$ cat src/hdl/bfbs_ram.sv
// ----------------------------------------------------------------------------
// bfbs_ram
// Generic single-write, single-read RAM with registered read data.
// ----------------------------------------------------------------------------
module bfbs_ram #(
	parameter int WIDTH = 8,
	parameter int DEPTH = 16
) (
	input  logic                     clk,
	input  logic                     we,
	input  logic [$clog2(DEPTH)-1:0] waddr,
	input  logic [WIDTH-1:0]         wdata,
	input  logic [$clog2(DEPTH)-1:0] raddr,
	output logic [WIDTH-1:0]         rdata
);

	logic [WIDTH-1:0] mem [DEPTH];

	always_ff @(posedge clk) begin
		if (we) begin
			mem[waddr] <= wdata;
		end
		rdata <= mem[raddr];
	end

endmodule

$ cat config.mk
export PLATFORM = sky130hd
export DESIGN_NAME = bfbs_ram
export DESIGN_NICKNAME = d
export VERILOG_FILES = /design/src/hdl/bfbs_ram.sv
export SDC_FILE = /design/constraint.sdc
export NUM_CORES = 1
export LEC_CHECK = 0
export BUFFER_PORTS_ARGS = -buffer_cell sky130_fd_sc_hd__buf_2
export CAP_MARGIN = 0
export CORE_UTILIZATION = 35
export DETAILED_ROUTE_END_ITERATION = 12
export PLACE_DENSITY = 0.52
export SYNTH_ARGS = -nofsm -noshare
export SYNTH_HDL_FRONTEND = slang
export SYNTH_SLANG_ARGS = --single-unit
$ cat constraint.sdc
create_clock -name clk -period 1.8 [get_ports clk]
set_input_delay 0.36 -clock clk [delete_from_list [all_inputs] [get_ports clk]]
set_output_delay 0.36 -clock clk [all_outputs]
set_load 0.005 [all_outputs]
## Yosys cells after proc, flatten, opt, wreduce, memory -nomap -nowiden

Memories as Yosys holds them, arrays and structs flattened. A register that Yosys moved wholly into a read port is not among the register bits.
Index checks and enable logic that the tools add are counted.

| storage, ports and cells | value |
|---|---|
| output and inout port bits | 8 |
| word-level logic and storage cells | 3 |
| input bits | 18 |
| memories kept | 1 |
| register bits | 0 |
| memory bits (writable) | 128 |

Memories:

| name | depth | bits a word | read ports | clocked after memory_dff | write ports | RTL line | text |
|---|---|---|---|---|---|---|---|
| mem | 16 | 8 | 1 | 1 | 1 | 17 | `logic [WIDTH-1:0] mem [DEPTH];` |

| operators by class | value |
|---|---|
| muxes and demuxes | 2 |

Operators with widths:

| cell | count |
|---|---|
| 1-bit 2-to-1 mux | 2 |

## Longest topological paths before layout

| logic depth | value |
|---|---|
| word-level depth | 2 |
| depth in mapped cells | 5 |
| mapped depth without buffers | 3 |

## Worst setup path before layout

OpenSTA, ideal clock, no wires.

| timing path | value |
|---|---|
| path kind | input to register |
| start | input port waddr[2] |
| end | memory mem[0][0] (enable) |
| required time | 1,417 ps |
| setup time | 383 ps |
| buffers on the path | 0 |
| stages | 2 |
| arrival | 1,470 ps |
| setup slack | -53 ps |
| cell sequence | or3b_2 nor3_1 |

RTL lines:

| what | RTL line | text |
|---|---|---|
| start, declared | 11 | `input logic [$clog2(DEPTH)-1:0] waddr,` |
| end, declared | 17 |  |

Straight into the memory's write port.

==> results.yml <==
route:
  route.met3.wl_um: 534
  vias: 2401
  remaining_drc_errors: 0
  post_drt_via_cell_ratio: 4.961
  wl_met2_um: 4604
  first_pass_iters: 4
  drt-initial-drc-count: 222
  top_layer: "met4"
  antenna_left: 0
  wl_per_cell_um: 20.75
  wl_met1_um: 4802
  wl_um: 10040
die:
  die_width_um: 123.3
  core.rowCount: 43
  core_area_um2: 14100
  fp.dieH_um: 123.3
  initial_utilization: 0.3652
  io_pins: 26
  die_area_um2: 15200
timing:
  worst_pin_slew_ns: 0.7865
  hold_violations: 0
  fin_skew_ns: 0.004304
  rsz0062_at_grt: "false"
  hold_ws_ns: 0.3356
  finalCritPeriodShare: 0.8256
  final-setup-viol-count: 0
  slew_violations: 0
  fin_ws_ns: 0.3139
  slew_headroom: 0.4746
  fin_crit_ns: 1.486
  max_freq_ghz: 0.6729
run_status:
  run_status: "finished clean"
layout:
  syn_to_final_growth_pct: 24.38
  antenna_cells: 0
  utilization: 0.4542
  fin_nets: 309
  final_layout_size_suffix_gt1_frac: 0.3421
clocking:
  ctsHoldBuffers: 0
  post-cts-setup-buffer-count: 0
  cts_inserted_buffers: 17
  clk_latency_ns: 0.41
  clock_path_buffers: 2
  clk_pin_slew_ns: 0.06
  clkSinkCount: 136
  ctsResizeCount: 0
  cts_tree: "yes"
  htree_levels: 4
  clockRootBuffer: "clkbuf_16"
synthesis:
  yosys_register_bits: 136
  synth_area_um2: 5147
  synthMostInstantiatedCell: "edfxtp_1"
  synth_seq_area_share: 0.7778
  yosysWarnings: 0
  async_reset_ff_frac: 0
  syn_inst: 229
  ys_types: 19
  synthesis.nets: 247
  yosys-top-cells-area: "edfxtp_1 (75%), mux4_2 (7.9%), mux4_1 (7.1%), dfxtp_1 (3.1%), a22oi_1 (2.3%)"
  synth_top_area_share: 0.7467
  yosys_most_used_dff: "edfxtp_1"
  ys_top_cells_by_count: "edfxtp_1 (128), mux4_2 (18), a22oi_1 (16)"
  syn_area_per_cell_um2: 22.48
  synth_edf_count: 128
  yosysTopAreaCell: "edfxtp_1"
setup_path:
  critPathLaunch: "raddr[0]"
  crit_required_ns: 2.09
  criticalPathCategory: "in -> reg"
  rrSetupSlack_ns: 0.38
  endpoint_kind: "flip-flop"
  r2r_cells: 3
  endpoint: "rdata[3]"
  critical_path_arrival_ns: 1.78
  worstSetupStartpointType: "input port"
  r2r_start: "mem[1][3]"
  reg2reg_to: "rdata[3]"
  cp_max_fo: 6
global_routing:
  grt_max_degree: 18
  track_usage: 0.1518
  antenna_found_initial: 0
  grt.overflow.total: 0
  grt_pass1_vias: 2571
  grt_pass1_wl_um: 15670
worst_hold_path:
  whs_path_depth: 1
  min_path_type: "in -> reg"
placed_design:
  portBuffers: 25
  gp_congestion: 0.7168
  dp_hpwl_um: 6659
  place_ws_ns: -0.1096
flow_run:
  maxCapViolations: 0
power_and_ir_drop:
  p_leak_nw: 2.208
  power.density_nw_per_um2: 1267
  ir_drop_mv: 0.9958
layout make-up:
class / instances / area, um^2
clock buffers: 20 / 456.7
clock inverters: 12 / 269.0
fillers: 1193 / 7694
multi-input cells: 83 / 1062
flip-flops and latches: 136 / 4004
well taps: 180 / 225.2
repair buffers: 53 / 385.4
cell usage in the layout, fill, tap and decap left out, types with 2 or more instances in the layout:
cell	count
buf_4	24
buf_2	25
clkbuf_8	2
mux4_2	18
edfxtp_1	128
a22oi_1	16
buf_12	4
clkbuf_16	17
nand3b_1	2
dfxtp_1	8
nand2_1	9
bufinv_16	8
mux4_1	14
nor3_1	3
clkinvlp_4	2
nor2_1	13
nand2b_1	2
where the power goes:
group | internal (W) | switching [W]
Combinational | 0.000155 | 0.000186
Sequential | 0.00354 | 0.0000185
Clock | 0.00295 | 0.00126
registers in the layout (all words and copies together), names as in the netlist:
signal	flops
mem	128
rdata	8
cell families (layout without fill, tap and decap cells):
family                 Yosys count  in the layout  share of synthesized area
AO/OA/AOI/OAI                   16             16                    0.02334
multiplexers                    32             32                     0.1502
flip-flops                     136            136                     0.7778
buffers and inverters           10             85                    0.01677
AND/OR/NAND/NOR                 35             35                    0.03184
how the worst min path moves through the flow:
stage / slack [ns] / to / startpoint
6_report: 0.34 / mem[6][4] / wdata[4]
4_1_cts: 0.33 / mem[1][1] / wdata[1]
2_1_floorplan: 0.46 / mem[0][0] / wdata[0]
3_3_place_gp: 0.65 / rdata[2] / mem[14][2]
5_1_grt: 0.33 / mem[2][4] / wdata[4]
3_5_place_dp: 0.66 / rdata[5] / mem[11][5]
critical path, stage by stage:
cell and delay (ns):
buf_2 0.19, buf_4 0.22, mux4_1 0.60, a22oi_1 0.31
nand2_1 0.10
metal layers:
metal	up-vias	global-route usage
met5	-	0
met4	0	0.04970
met3	10	0.04659
met2	60	0.2207
met1	1237	0.2172
li1	1094	-
through the flow:
step	instances	setup TNS [ns]	total power (W)	instance area, um^2
6_report	484	0	0.008113	6402
5_1_grt	484	0	0.008354	6402
4_1_cts	484	0	0.008192	6402
3_5_place_dp	452	-0.3427	0.003977	5677
3_3_place_gp	452	-0.2706	0.003970	5677
2_1_floorplan	229	0	0.003803	5152
No activity file was read; power rests on OpenSTA's default activity.
