==> config.mk <==
export PLATFORM = sky130hd
export DESIGN_NAME = bfbs_fit
export DESIGN_NICKNAME = d
export VERILOG_FILES = /design/src/hdl/bfbs_fit.sv
export SDC_FILE = /design/constraint.sdc
export NUM_CORES = 1
export LEC_CHECK = 0
export BUFFER_PORTS_ARGS = -buffer_cell sky130_fd_sc_hd__buf_2
export CAP_MARGIN = 20
export CORE_ASPECT_RATIO = 0.6
export CORE_MARGIN = 5
export CORE_UTILIZATION = 35
export DETAILED_ROUTE_END_ITERATION = 6
export HOLD_SLACK_MARGIN = 0.15
export PLACE_DENSITY = 0.54
export SYNTH_ARGS = -nofsm -noshare
export SYNTH_HDL_FRONTEND = slang
export SYNTH_SLANG_ARGS = --single-unit
==> constraint.sdc <==
create_clock -name clk -period 3.72 [get_ports clk]
set_input_delay 0.744 -clock clk [delete_from_list [all_inputs] [get_ports clk]]
set_output_delay 0.744 -clock clk [all_outputs]
set_load 0.1 [all_outputs]
==> src/hdl/bfbs_fit.sv <==
// ----------------------------------------------------------------------------
// bfbs_fit
// Two-stage fit evaluator: aligned start and segment end, then need and leftover.
// ----------------------------------------------------------------------------
module bfbs_fit #(
	parameter int SIZE_BITS = 48,
	parameter int IW        = 6,
	parameter int EW        = 50
) (
	input  logic                 clk,
	input  logic                 arst_n,
	input  logic                 flush,
	input  logic                 in_v,
	input  logic [IW-1:0]        in_idx,
	input  logic [SIZE_BITS-1:0] in_off,
	input  logic [SIZE_BITS-1:0] in_sz,
	input  logic [EW-1:0]        msk,
	input  logic [SIZE_BITS-1:0] req,
	output logic                 c_v,
	output logic [IW-1:0]        c_idx,
	output logic [EW-1:0]        c_alo,
	output logic [EW-1:0]        c_left,
	output logic                 c_fits,
	output logic                 busy
);

	logic          v_s1, v_s2;
	logic [IW-1:0] idx_s1, idx_s2;
	logic [EW-1:0] alo_s1, end_s1, alo_s2, need_s2, end_s2;

	always_ff @(posedge clk or negedge arst_n) begin
		if (!arst_n) begin
			v_s1 <= 1'b0;
			v_s2 <= 1'b0;
		end else begin
			v_s1 <= in_v & ~flush;
			v_s2 <= v_s1 & ~flush;
		end
	end

	always_ff @(posedge clk) begin
		idx_s1  <= in_idx;
		alo_s1  <= (EW'(in_off) + msk) & ~msk;
		end_s1  <= EW'(in_off) + EW'(in_sz);
		idx_s2  <= idx_s1;
		alo_s2  <= alo_s1;
		end_s2  <= end_s1;
		need_s2 <= alo_s1 + EW'(req);
	end

	assign c_v    = v_s2;
	assign c_idx  = idx_s2;
	assign c_alo  = alo_s2;
	assign c_fits = end_s2 >= need_s2;
	assign c_left = end_s2 - need_s2;
	assign busy   = v_s1 | v_s2;

endmodule

* Word level (Yosys, flattened, before mapping)
Cells that the tools add are included.
Storage, ports and cells: flip-flop bits (word level) 262, bits of input ports 204, output and inout port bits 109, word-level logic and storage cells 20
Cells by class: add/subtract/negate cells 4, magnitude comparators 1, bitwise logic cells 6
Operators by type and width (number):
- $add 48x50->50 | 1
- $add 50x48->50 | 1
- $and 50x50->50 | 1
- $ge 49x50->1 | 1
- $not 50->50 | 1
- $sub 49x50->50 | 1
- $add 48x48->49 | 1
- $and 1x1->1 | 2
- $not 1->1 | 1
- $or 1x1->1 | 1

* Depth between registers and ports, before layout
depth in word-level cells 2, mapped depth 13

* Least setup slack after synthesis
No wires, ideal clock.
kind register to output, from reg end_s2[0], to out c_left[44], arrival 4706 ps, path slack -1730 ps, cell stages (with the launch flop) 14, buffers on the path 0, cell sequence dfxtp_1 -> inv_1 -> ha_1 -> inv_1 -> fa_1 -> a21oi_1 -> o21ai_2 -> a2111oi_4 -> o311a_1 -> nor4_2 -> o21ba_1 -> o21ai_1 -> nand2b_1 -> a311oi_1
Between the ends: word-level cells in the longest chain between the ends 1
RTL lines:
- from (decl) | RTL line 29 | logic [EW-1:0] alo_s1, end_s1, alo_s2, need_s2, end_s2;
- from (signal assigned) | RTL line 47 | end_s2 <= end_s1;
- $sub 49x50->50 | RTL line 55 | assign c_left = end_s2 - need_s2;
- to (decl) | RTL line 22 | output logic [EW-1:0] c_left,
Every way passes these cells.

* Worst setup path in the final report
from reg need_s2[19], to out c_left[42]
Between the ends: word-level cells in the longest chain between the ends 1
RTL lines:
- from (decl) | RTL line 29
- from (signal assigned) | RTL line 48 | need_s2 <= alo_s1 + EW'(req);
- $sub 49x50->50 | RTL line 55
Every way passes these cells.

==> results.cfg <==
[outcome]
run_status = finished with violations
violations = setup timing

[setup_path]
worstSetupPathType = reg2out
crit_path_max_incr_delay_ps = 440
worst_path_max_delay_cell = nor4bb_2
r2r_slack_ps = 480
critPathArrivalTime_ps = 3560
worst_ep_required_time_ps = 2980
worstSetupStartpointType = flip-flop
crit_chain = inv_1, ha_1, a21o_1, a21o_1, a21oi_1, nor3_1, nor4bb_2, o21ai_4, a41oi_4, buf_6, o21ai_4, xor2_4, buf_12
r2r_start = alo_s1[7]$_DFF_P_
reg2reg_depth = 11
cp_max_fo = 4
r2r-end = need_s2[45]$_DFF_P_
cp-end-kind = output port

[die]
ioPinCount = 313
core_area_um2 = 47860
rows = 62
dieArea_um2 = 53080
start_util_pct = 35.42
fp.dieH_um = 180.5
die_x_um = 294.1

[yosys]
synth_cell_types = 90
synth_top_area_share_pct = 30.71
synth-seq-cells = 262
syn_area_per_cell_um2 = 8.480
synth_warnings = 0
netlist_instances = 1999
netlist_area_um2 = 16950
synth_top_area_cell = dfxtp_1
synth_nets = 2399
synth_edf_count = 0
async_flop_share_pct = 0.7634
ys_seq_area_share_pct = 31.00
synth_ff_type = dfxtp_1
ys_top_cells_by_area = dfxtp_1 (31%), ha_1 (14%), a21oi_1 (6.3%), a21o_1 (5.7%), xnor2_1 (5.4%)

[global_routing]
grt_max_degree = 16
overflow = 0
grt_pass1_vias = 15546
grt_usage_pct = 22.62
antenna_found_initial = 13
grt_pass1_wl_um = 94120

[layout]
fin_area_um2 = 23050
layout.nets = 2809
fill_cells = 4549
post-route-util_pct = 48.15
drive_above_1_share_pct = 28.56
area_delta_synth_final_pct = 35.95
stdcell_count = 3077

[hold_path]
min_from = in_idx[2]
whs_path_depth = 1
min_to = idx_s1[2]$_DFF_P_
hp-class = in2reg

[timing]
finalCritPeriodShare_pct = 115.8
skew_ps = 15.43
worstMarginPinSlew_ps = 635.7
finalCriticalPeriod_ps = 4308
max_slew_margin_pct = 57.17
rsz0062_at_grt = true
fin_ws_ps = -588.4
hold_slack_ps = 263.3
slew_violations = 0
fmax_mhz = 232.1
finalHoldViolCount = 0
setup_viol = 29

[cts]
cts_tree = done
cts_htree_levels = 1
cts.sinks = 262
root_buffer = clkbuf_16
clk_latency_ps = 580
path_clk_slew_ps = 60
cts_buffers = 28
cts_max_path_buffers = 3

[placed_design]
place.gp.congestion = 0.9813
dp_hpwl_um = 53860
numPortBuffers = 312
placed_area_um2 = 20840
dpl.cell_count = 2994

[power_and_ir_drop]
power_uw = 24170
power.density_nw_per_um2 = 1049
ir_drop_mv = 1.361
leakage_uw = 0.01077

[route]
num_vias = 16463
vias_per_cell = 5.350
drt-pass1-iter-count = 6
drc = 0
drt_iter0_drc = 1540
routedWlPerCell_um = 20.72
wl_um = 63750
ant_nets = 0

[flow_run]
maxCapViolCount = 0
==> cells in the final DEF (no fill, tap or decap), drive strengths merged, types with 6 or more instances in the layout <==
cell type	count
buf	456
dfxtp	260
a21oi	216
ha	192
nor2	151
nand2	133
a21o	131
o21ai	113
xnor2	105
inv	103
xor2	67
nand4	60
nand3	41
clkbuf	31
o21bai	29
nor2b	26
nor3	24
a31oi	24
and3	19
o31ai	19
o21a	17
and2	15
nand2b	15
a211oi	14
o211ai	13
or3	13
a21boi	10
or2	9
clkinv	9
a2111oi	8
diode	7
nor4	7
nand3b	6
a221oi	6
a311oi	6
==> critical path, delay by kind of cell (launching register included) <==
kind | cells | cell delay, ps
AOI/OAI and AO/OA | 6 | 1170
xor gates and xnor gates | 1 | 190
adders and majority gates | 1 | 330
buffers and inverters | 3 | 390
DFF | 1 | 320
and+or+nand+nor | 2 | 580
==> state kept, by name, indices dropped and copies added, names as in the netlist <==
signal,count
alo_s1,50
c_alo,50
c_idx,6
c_v,1
end_s1,49
end_s2,49
idx_s1,6
need_s2,50
v_s1,1
==> routing by layer <==
metal / GRT usage [%] / routed length (µm)
met1: 36.18 / 33050
met3: 3.412 / 3562
met2: 31.67 / 25800
met4: 4.704 / 1310
met5: 0 / 30
==> power breakdown <==
part / leakage, µW / internal (µW) / switching, µW
clock: 0.000483 / 1780 / 1250
sequential: 0.00221 / 3420 / 362
combinational: 0.00808 / 6370 / 11000
total: 0.0108 / 11600 / 12600
==> cells in the mapped netlist, types with 6 or more instances <==
| library cell | instances |
|---|---|
| nand3b_1 | 6 |
| xnor2_1 | 105 |
| ha_1 | 192 |
| buf_2 | 6 |
| dfxtp_1 | 260 |
| nor3_1 | 24 |
| nand3_1 | 41 |
| nor4_1 | 6 |
| o21a_1 | 17 |
| or3_1 | 13 |
| and3_1 | 18 |
| o21bai_1 | 29 |
| nand2_1 | 133 |
| a21oi_1 | 212 |
| nand2b_1 | 14 |
| a211oi_1 | 13 |
| a31oi_1 | 22 |
| a21boi_0 | 7 |
| a21o_1 | 129 |
| or2_2 | 6 |
| clkbuf_1 | 64 |
| o21ai_1 | 51 |
| nand4_1 | 60 |
| a221oi_1 | 6 |
| and2_1 | 14 |
| o31ai_1 | 17 |
| nor2_1 | 150 |
| buf_6 | 8 |
| xor2_1 | 67 |
| o21ai_0 | 59 |
| nor2b_1 | 26 |
| inv_1 | 101 |
| o211ai_1 | 13 |
==> worst max path at each step <==
stage	slack (ps)	end	depth (start not counted)	from
finish	-590	c_left[42]	13	need_s2[19]$_DFF_P_
global route	-720	c_left[42]	13	need_s2[19]$_DFF_P_
CTS	-620	c_left[44]	14	end_s2[0]$_DFF_P_
detailed placement	-210	c_left[44]	14	end_s2[0]$_DFF_P_
global placement	-190	c_left[44]	14	end_s2[0]$_DFF_P_
floorplan	-520	c_left[12]	11	end_s2[0]$_DFF_P_
==> timing repair <==
| action | CTS | global route |
|---|---|---|
| endpoints found under the setup margin | 43 | 43 |
| buffers inserted | 12 | 17 |
| pin swaps | 44 | 47 |
| resized for setup | 112 | 84 |
| hold buffers | 1 | 0 |
| endpoints found under the hold margin | 2 | 0 |
==> kinds of logic after synthesis <==
logic type / count (synthesis) / share of synthesized area [%]
AOI/OAI and AO/OA: 646 / 25.08
xor gates and xnor gates: 172 / 8.887
adders and majority gates: 196 / 14.64
buffers and inverters: 179 / 4.362
DFF: 262 / 31.00
muxes: 6 / 0.3764
and+or+nand+nor: 538 / 15.65
==> cell type report <==
type | count | area, µm² | share of cell area [%]
antenna | 7 | 17.52 | 0.07601
multi-input combinational | 1558 | 12210 | 53.00
sequential | 262 | 5270 | 22.87
tap | 640 | 800.8 | 3.475
inverter | 101 | 381.6 | 1.656
clock buffer | 30 | 728.2 | 3.160
timing repair buffer | 458 | 3351 | 14.54
clock inverter | 21 | 282.8 | 1.227
==> through the flow <==
stage          setup WS, ps  setup TNS, ps
2_1_floorplan        -523.0          -2566
3_3_place_gp         -193.0         -542.5
3_5_place_dp         -214.3         -975.2
4_1_cts              -620.2         -14360
5_1_grt              -724.2         -15860
6_report             -588.4         -11070
(Power assumes the default switching activity.)
